<file path="src/rtl/core/bpc_mul16.sv">
// ----------------------------------------------------------------------------
// bpc_mul16
// 64-bit by 17-bit signed wrapping multiply, two register stages
// ----------------------------------------------------------------------------
module bpc_mul16 (
    input  logic               i_clk,
    input  logic               i_en,
    input  logic [63:0]        i_a,
    input  logic signed [16:0] i_b,
    output logic [63:0]        o_p
);

    logic signed [49:0] n_lo;
    logic signed [48:0] n_hi;
    logic signed [49:0] r_lo;
    logic [31:0]        r_hi;
    logic [63:0]        r_p;

    assign n_lo = $signed({1'b0, i_a[31:0]}) * i_b;
    assign n_hi = $signed(i_a[63:32]) * i_b;

    always_ff @(posedge i_clk) begin
        if (i_en) begin
            r_lo <= n_lo;
            r_hi <= n_hi[31:0];
            r_p  <= {{14{r_lo[49]}}, r_lo} + {r_hi, 32'd0};
        end
    end

    assign o_p = r_p;

endmodule

</file>
<file path="config.mk">
export PLATFORM = sky130hd
export DESIGN_NAME = bpc_mul16
export DESIGN_NICKNAME = d
export VERILOG_FILES = /design/src/rtl/core/bpc_mul16.sv
export SDC_FILE = /design/constraint.sdc
export NUM_CORES = 2
export LEC_CHECK = 0
export ABC_CLOCK_PERIOD_IN_PS = 9300
export BUFFER_PORTS_ARGS = -buffer_cell sky130_fd_sc_hd__buf_2
export CELL_PAD_IN_SITES_DETAIL_PLACEMENT = 0
export CELL_PAD_IN_SITES_GLOBAL_PLACEMENT = 2
export CORE_ASPECT_RATIO = 0.75
export CORE_MARGIN = 1.5
export CORE_UTILIZATION = 43
export CTS_BUF_LIST = sky130_fd_sc_hd__clkbuf_2
export DETAILED_ROUTE_END_ITERATION = 16
export GPL_TIMING_DRIVEN = 0
export HOLD_SLACK_MARGIN = 0.08
export PLACE_DENSITY_LB_ADDON = 0.05
export RECOVER_POWER = 25
export SYNTH_ARGS = -nofsm -noshare
export SYNTH_HDL_FRONTEND = slang
export SYNTH_SLANG_ARGS = --single-unit
export TNS_END_PERCENT = 20
</file>
<file path="constraint.sdc">
create_clock -name i_clk -period 9.3 [get_ports i_clk]
set_input_delay 0.93 -clock i_clk [delete_from_list [all_inputs] [get_ports i_clk]]
set_output_delay 0.93 -clock i_clk [all_outputs]
set_load 0.02 [all_outputs]
</file>
======== After elaboration in Yosys (flattened, before gate mapping) ========
Cells that the tools add are included.
storage, ports and cells
  flip-flop bits (word level) ............. 146
  bits in latches ......................... 0
  RAM bits ................................ 0
  bits in read-only memories .............. 0
  bits of input ports ..................... 83
  output and inout bits ................... 64
  logic and storage cells ................. 6
  memories ................................ 0
operators by class
  add/subtract/negate cells ............... 1
  $mul .................................... 2
  div/mod/pow operators ................... 0
  order comparisons ....................... 0
  equality and inequality tests ........... 0
  shift-type cells ........................ 0
  mux-type cells .......................... 0
  bitwise gates (word level) .............. 0
  reductions and logical operators ........ 0
operators with widths
  kind                                            count
  64-bit adder                                    1
  33-bit by 17-bit multiplier with 50-bit output  1
  32-bit by 17-bit multiplier with 32-bit output  1

======== Depth between registers and ports, before layout ========
  depth after elaboration ................. 1
  depth in mapped cells ................... 26
  depth with buffers taken out ............ 24

======== Least setup slack after synthesis ========
OpenSTA, ideal clock, no wires.
  path kind ............................... input port to flip-flop
  start ................................... input i_b[4]
  end ..................................... register r_lo[48] (data pin)
  setup time .............................. 258 ps
  arrival ................................. 6,778 ps
  data required time ...................... 9,042 ps
  setup slack ............................. 2,265 ps
  cell stages on the path ................. 25
  buffers on the path ..................... 4
  path through ............................ clkbuf_1 clkbuf_1 clkbuf_1 nand2_1 fa_1 fa_1 fa_1 inv_1 fa_1 fa_1 inv_1 fa_1 inv_1 ha_1 clkbuf_2 nand2_1 o21ai_0 o41ai_1 o22ai_1 a311oi_2 a31oi_1 nor2_1 o2111ai_1 a21oi_1 xnor2_1
between the ends
  word-level cells in the longest chain between the ends .. 1
ends and longest elaborated chain
  item                                            RTL line  RTL
  start: declaration                              9         input logic signed [16:0] i_b,
  33-bit by 17-bit multiplier with 50-bit output  19        assign n_lo = $signed({1'b0, i_a[31:0]}) * i_b;
  named net n_lo[48]                              13        logic signed [49:0] n_lo;
  end signal: assignment                          24        r_lo <= n_lo;
  end: declaration                                15        logic signed [49:0] r_lo;
The timed path passes the listed nets, and every way through them passes these cells.
A chain may end at the register's enable or synchronous reset.

======== Worst setup path in the final report ========
Ends and elaborated chain as after synthesis.

==> metrics.yaml <==
die:
  core_area_mm2: 0.08209
  pin_count: 147
  die-area_mm2: 0.08450
  initial_core_util: 0.4334
  die_y_um: 252.1
  dieWidth_um: 335.2
  rows: 91
outcome:
  status: "complete, but fails checks"
  violations: "max-capacitance violations, max-slew violations"
drt:
  drt-wirelength-per-cell_um: 23.53
  drc_errors: 0
  drtIter0Drc: 2054
  detail-route-antenna-nets: 0
  routed_wl_um: 118800
  vias: 25630
  dr.pass1.iters: 5
  viasPerCell: 5.073
synth:
  yosysWarnings: 0
  synth_edf_count: 146
  syn_inst: 3760
  netlist_area_mm2: 0.03558
  syn_avg_cell_area_um2: 9.464
  synth_nets: 4896
  ys_ff_latch: 146
  synth_top_area_frac: 0.4326
  synth_area_leader_cell: "fa_1"
  synthTopCellsByArea: "fa_1, edfxtp_1, ha_1, inv_1, and2_1"
  seq_area_frac_synth: 0.1232
  yosysUniqueCellTypes: 62
  ys.flop_type: "edfxtp_1"
  ys_async_sr_fraction: 0
min_path:
  hp-class: "in -> reg"
  worstHoldPathCells: 2
setup_path:
  slowest_stage: "clkbuf_1"
  r2r_cells: 13
  crit_fanout: 11
  critical_path.endpoint: "r_lo[48]"
  worst_path_largest_cell_delay_ns: 0.89
  required_ns: 10.13
  r2r_slack_ns: 5.33
  path_class: "in -> reg"
  end_kind: "flip-flop"
  critPathLaunchType: "primary input"
  r2r-start: "r_lo[32]"
  r2r-end: "o_p[62]"
  crit_arrival_ns: 9.84
  crit_top_cell: "fa_1"
  crit_path_start: "i_b[4]"
cts:
  cts_num_sinks: 146
  cts_root_buf: "clkbuf_2"
  cts.path.max_buffers: 2
  cts-resized-gates: 0
  htree_levels: 4
  clock_latency_ns: 1.12
  post_cts_buffers: 0
  cts_made_buffers: 17
  tritoncts: "built"
  clk_pin_slew_worst_paths_ns: 0.31
  holdBufCountCts: 0
layout:
  final_util: 0.4620
  nFillCells: 8273
  fin_nets: 5049
  drive_gt1_frac: 0.04687
  areaGrowthSynthToFinish_pct: 6.589
  mostFrequentLayoutCells: "inv_1, fa_1, nand2_1, and2_1, ha_1"
  layout_commonest_cell: "inv_1"
sta:
  hold_viol_final: 0
  worst_pin_slew_ns: 5.068
  relSlewSlack: -2.378
  finalMaxSlewViolations: 149
  final.period_utilization: 0.9683
  finalClockSkew_ns: 0.1091
  worst_hold_slack_ns: 0.3438
  rsz0062_at_grt: "false"
  finalSetupViolations: 0
  fmax_ghz: 0.1110
  fin_crit_ns: 9.005
placed_design:
  dp_hpwl_um: 98780
  port_buffers: 134
  place_congestion: 0.9441
job:
  drv_cap: 2
global_route:
  grt_pass1_wl_um: 178100
  grt_max_degree: 95
  gr-total-overflow: 0
  antenna_found_initial: 14
  grt_pass1_vias: 26090
  grt_usage: 0.2937
[layout make-up]
class	count	area [µm²]	area share
timing repair buffer	135	673.1	0.01775
clock buffer	17	85.08	0.002243
inverter	869	3262	0.08600
sequential	146	4384	0.1156
antenna	9	22.52	0.0005938
clock inverter	15	160.2	0.004223
tap	1116	1396	0.03682
multi-input combinational	2580	27320	0.7203
buffer	164	624.3	0.01646
[worst max-delay path, delay by kind of cell]
family | cells | cell delay, ns
buffers and inverters | 7 | 2.33
adder cells (fa/ha/maj) | 7 | 3.23
AO/OA/AOI/OAI | 7 | 2.64
XOR/XNOR | 1 | 0.21
AND/OR/NAND/NOR | 3 | 0.47
[worst min path at each step]
stage	startpoint	to	slack, ns
after CTS	i_en	o_p[59]	0.13
after global placement	r_lo[2]	o_p[2]	0.40
after global routing	i_a[32]	r_hi[0]	0.23
after detailed placement	r_lo[0]	o_p[0]	0.40
final	i_a[32]	r_hi[0]	0.34
after floorplan	r_lo[0]	o_p[0]	0.40
[cells in the mapped netlist (2+ instances only)]
cell / count
and3_1: 11
nand3_1: 26
a31oi_1: 9
o22ai_1: 2
a21o_1: 31
o21bai_1: 20
and2_1: 391
xor2_1: 26
nand3b_1: 2
nand4_1: 6
fa_1: 769
a211o_1: 2
a211oi_1: 15
o211ai_1: 6
nor3b_1: 3
inv_1: 869
a21boi_0: 4
nor2b_1: 14
ha_1: 284
a31o_2: 2
o21a_1: 13
nor3_1: 8
nand2_1: 564
a2111oi_0: 2
or3_1: 3
nor2_1: 76
a21oi_1: 75
nand2b_1: 31
edfxtp_1: 146
clkbuf_1: 163
o31a_1: 4
o2111ai_1: 3
o21ai_0: 52
xnor2_1: 100
[layer usage]
layer	track usage	share of wire
met2	0.3911	0.39
met3	0.08777	0.11
met4	0.03710	0.0086
met5	0	0.00011
met1	0.4719	0.50
[per-stage QoR]
step / setup WS (ns) / area (µm²) / TNS [ns] / cells
finish: 0.2945 / 37930 / 0 / 5051
floorplan: 2.265 / 35580 / 0 / 3760
global route: 0.2073 / 37920 / 0 / 5047
CTS: 0.3702 / 37930 / 0 / 5043
global placement: -0.9593 / 37650 / -5.857 / 5010
detailed placement: -0.8090 / 37680 / -4.551 / 5011
[registers in the layout (all words and copies together), names as in the netlist]
register and count:
r_hi 32, o_p 64, r_lo 50
[logic make-up (layout without fill, tap and decap cells)]
group,Yosys count,in the layout,share of synthesized area
flip-flops,146,146,0.1232
buffers and inverters,1034,1200,0.1093
adder cells (fa/ha/maj),1053,1053,0.5325
other,0,9,0
AND/OR/NAND/NOR,1138,1138,0.1541
AO/OA/AOI/OAI,263,263,0.04983
XOR/XNOR,126,126,0.03101
Power is left out: the tool's default activity adds up to more than one toggle a clock period on the data nets, which glitch-free logic cannot reach.
